File: config.mk
export PLATFORM = sky130hd
export DESIGN_NAME = ucd_ram
export DESIGN_NICKNAME = d
export VERILOG_FILES = /design/src/rtl/core/ucd_ram.sv
export SDC_FILE = /design/constraint.sdc
export NUM_CORES = 2
export LEC_CHECK = 0
export BUFFER_PORTS_ARGS = -buffer_cell sky130_fd_sc_hd__buf_2
export CAP_MARGIN = 20
export CORE_ASPECT_RATIO = 0.7
export CORE_UTILIZATION = 51
export DETAILED_ROUTE_END_ITERATION = 8
export HOLD_SLACK_MARGIN = 0.08
export PLACE_DENSITY = 0.66
export SLEW_MARGIN = 5
export SYNTH_ARGS = -nofsm -noshare
export SYNTH_HDL_FRONTEND = slang
export SYNTH_SLANG_ARGS = --single-unit
File: constraint.sdc
create_clock -name clk -period 6.44 [get_ports clk]
set_input_delay 0.322 -clock clk [delete_from_list [all_inputs] [get_ports clk]]
set_output_delay 0.322 -clock clk [all_outputs]
set_load 0.05 [all_outputs]
File: src/rtl/core/ucd_ram.sv
module ucd_ram #(
    parameter int AW = 8,
    parameter int DW = 8
) (
    input  logic          clk,
    input  logic          we,
    input  logic [AW-1:0] waddr,
    input  logic [DW-1:0] wdata,
    input  logic [AW-1:0] raddr,
    output logic [DW-1:0] rdata
);
    logic [DW-1:0] mem [2**AW];

    always_ff @(posedge clk)
    begin
        if (we)
        begin
            mem[waddr] <= wdata;
        end
        rdata <= mem[raddr];
    end
endmodule

Word-level counts from Yosys, hierarchy flattened
Memories as Yosys holds them, arrays and structs flattened. A register that Yosys moved wholly into a read port is not among the register bits.
Cells that the tools add are included.
{ "totals": {"register_bits": 0, "latch_bits": 0, "mem_bits_rw": 2048, "romBits": 0, "input_bits": 26, "output_inout_bits": 8, "wordCells": 3, "mem_count": 1} }
{ "classes": {"addsub": 0, "multipliers": 0, "div_mod_pow": 0, "magnitude_cmp": 0, "eq_ne": 0, "shifts": 0, "mux": 2, "bitwise": 0, "reduce_logical": 0} }
{ "memory_table": {"columns": ["name", "depth", "width", "rd", "rd_clocked_by_memory_dff", "write_ports", "line", "text"], "rows": [
  ["mem", 256, 8, 1, 1, 1, "12", "logic [DW-1:0] mem [2**AW];"]
]} }
{ "ops": {"columns": ["op", "n"], "rows": [
  ["2-to-1 mux 1 bit", 2]
]} }

Logic depth before layout (Yosys ltp)
{ "logic_depth": {"ltp_word": 2, "ltp_mapped": 11, "mapped_depth_nobuf": 6} }

Worst setup path after synthesis
No wires, ideal clock.
{ "synth_timing": {"path_kind": "input -> register", "from": "input raddr[0]", "to": "register rdata[2] (read register of mem)", "t_arrival_ps": 2129, "required_time_ps": 6309, "path_slack_ps": 4180, "path_stages": 9, "path_buffers": 4, "cell_sequence": "buf_6 > buf_12 > buf_8 > buf_2 > mux4_2 > a22oi_1 > a21oi_1 > nor4_1 > nor4_2"} }
{ "synth_lines": {"columns": ["element", "line", "text"], "rows": [
  ["start: declaration", "9", "input logic [AW-1:0] raddr,"],
  ["end: declaration", "10", "output logic [DW-1:0] rdata"]
]} }

==> flow_summary.ini <==
[layout]
fillCellCount = 11139
layout_commonest_cell = edfxtp_1
finish.utilization_pct = 57.1
drive_gt1_share_pct = 22.1
layout_common_cells = edfxtp_1, mux4_2, nor2_1, clkbuf_16, mux2i_1
antennaDiodeCount = 0
final_cells = 6056
final_area_um2 = 87800
area_delta_synth_final_pct = 10.4
layout.nets = 3859

[setup_path]
path_cells = buf_8, buf_12, buf_12, mux4_2, mux4_2, nor2_1, a2111oi_1, clkdlybuf4s18_2, nor3_1, nor4_2
cp-start-kind = input port
cp-end-kind = flop
r2r_end = rdata[0]
worstSetupPathType = input port to flop
critPathSlowestCell = nor3_1
critPathMaxStageDelay_ps = 920
reg2reg_slack_ps = 3280
cp.required_ps = 7080
worstRegToRegCells = 7
arrival_ps = 4310
cp_max_fo = 63
r2r_start = mem[136][0]

[route]
via_per_inst = 6.47
drtPass1Iterations = 6
drc = 0
dr_total_vias = 39183
wl_per_cell_um = 32.4
finalWirelength_um = 196000
top_layer = met5
wl_met3_um = 21400
ant_nets = 0
met1Wirelength_um = 85200
drt-initial-drc-count = 5318
route.met2.wl_um = 85400

[global_routing]
grt_pass1_vias = 38155
antenna_found_initial = 8
gr-usage-all-layers_pct = 25.1
grt_max_degree = 200
grt_pass1_wl_um = 281000
overflow = 0

[clocking]
cts_tree = built
root_buffer = clkbuf_16
h-tree-depth = 4
clk_latency_ps = 820
cts-resized-gates = 0
post_cts_buffers = 0
cts_max_path_buffers = 3
clk_pin_slew_ps = 70
cts.sinks = 2056
cts_made_buffers = 179

[sta]
rsz0062_at_grt = false
final.min_clock_period_ps = 3670
tightest_slew_ps = 1360
setup_ws_ps = 2770
post-route-period-util_pct = 57.0
finalMaxSlewViolations = 0
slew_headroom_pct = 9.08
hold-worst-slack_ps = 352
hold_viol = 0
tns_ps = 0
max_freq_mhz = 273
setup_viol = 0
clock-skew-final_ps = 25.0

[place]
hpwl_um = 118000
place_congestion = 0.830
pre_cts_slack_ps = 2000
placed_cells = 5715
placed_cell_area_um2 = 82100
portBuffers = 33

[status]
status = finished clean

[logic_synthesis]
synth.yosys.seq_area_share_pct = 77.5
synth_edf_count = 2048
avgSynthCellArea_um2 = 21.3
synth_ff_type = edfxtp_1
yosys_warnings = 0
ys_ff_latch = 2056
async_reset_ff_share_pct = 0
syn_nets = 3759
syn_area_um2 = 79600
synthCells = 3733
yosysUniqueCellTypes = 55

[die]
initial_core_util_pct = 51.7
coreArea_um2 = 154000
die_h_um = 332
core.rowCount = 120
ios = 34
fp.dieW_um = 474
dieArea_um2 = 158000

[pwr]
finalPower_mw = 26.7
powerDensity_nw_per_um2 = 304
clkPwrFrac_pct = 39.6
seqPwrFrac_pct = 55.3
p_sw_mw = 5.77
p_int_mw = 20.9
vdd.ir_drop.worst_mv = 0.243
comb_power_share_pct = 5.1
sw_frac_of_total_pct = 21.6
leakage_nw = 26.8

[worst_hold_path]
worstHoldPathCells = 4
min_to = mem[206][0]
hp-start = waddr[2]
hold_class = input port to flop

[job]
cap_violations = 0
[synthesized netlist by cell type (3+ instances only)]
master	number	area, µm²
edfxtp_1	2048	61500
mux4_2	454	10200
nor2_1	282	1060
mux2i_1	134	1340
a22oi_1	133	998
clkbuf_1	111	417
a21oi_1	96	480
o221ai_1	46	403
nand3_1	34	170
nand2_1	33	124
buf_2	31	155
nor2b_1	31	194
o22ai_1	28	175
buf_4	27	203
nor4_1	24	150
buf_1	22	82.6
nor3_1	22	110
buf_6	21	236
a211oi_1	16	120
a221oi_1	13	114
buf_8	13	195
nand4_1	10	62.6
o211ai_1	10	75.1
o21ai_0	10	50.1
a22o_1	8	70.1
buf_12	8	160
dfxtp_1	8	160
nand2b_1	8	50.1
and2_1	6	37.5
o22a_1	5	43.8
o32ai_1	4	35.0
or2_2	4	25.0
nor4_2	3	37.5
[worst max-delay path: cells and delay by family]
kind                   cells  cell delay [ps]
AND/OR/NAND/NOR            3             1200
AO/OA/AOI/OAI              1              100
buffers and inverters      4             1510
multiplexers               2             1020
[layout make-up]
type	count	area, µm²	share of cell area [%]
sequential	2056	61700	70.2
multi-input combinational	1442	16600	18.9
clock buffer	223	4720	5.37
tap	2074	2590	2.96
timing repair buffer	152	1350	1.54
clock inverter	107	913	1.04
inverter	2	7.51	0.00855
[power by group through the flow]
stage | Sequential (mW) | Combinational, mW | Clock [mW]
after global routing | 14.8 | 1.42 | 11.1
after CTS | 14.8 | 1.35 | 10.7
after detailed placement | 15.1 | 1.35 | 0
after floorplan | 15.1 | 0.717 | 0
final | 14.8 | 1.36 | 10.6
after global placement | 15.1 | 1.32 | 0
[layer usage]
layer	global-route usage, %	vias to the layer above
li1	-	15897
met1	39.4	20922
met2	35.1	2073
met3	6.04	287
met4	6.63	4
met5	0	-
[cells by family after synthesis]
logic type / count (synthesis) / synth area share (%)
buffers and inverters: 235 / 1.83
AND/OR/NAND/NOR: 466 / 2.63
AO/OA/AOI/OAI: 385 / 3.42
multiplexers: 591 / 14.6
flip-flops: 2056 / 77.5
[state kept, by name, summed over array words and instances (netlist names)]
signal,cells
mem,2048
rdata,8
[worst max path at each step]
stage             start  depth (start not counted)  slack, ps       end
3_3_place_gp   raddr[0]                          9       1480  rdata[2]
4_1_cts        raddr[0]                         10       2790  rdata[0]
5_1_grt        raddr[0]                         10       2720  rdata[0]
3_5_place_dp   raddr[0]                         10       2000  rdata[0]
6_report       raddr[0]                         10       2770  rdata[0]
2_1_floorplan  raddr[0]                          9       4180  rdata[2]
[what timing repair did]
| item | CTS | global route |
|---|---|---|
| hold endpoints to repair | 557 | 0 |
| hold buffers | 8 | 0 |
| setup endpoints to repair | 0 | 0 |
Note: power is estimated with default switching activity, not from simulation.
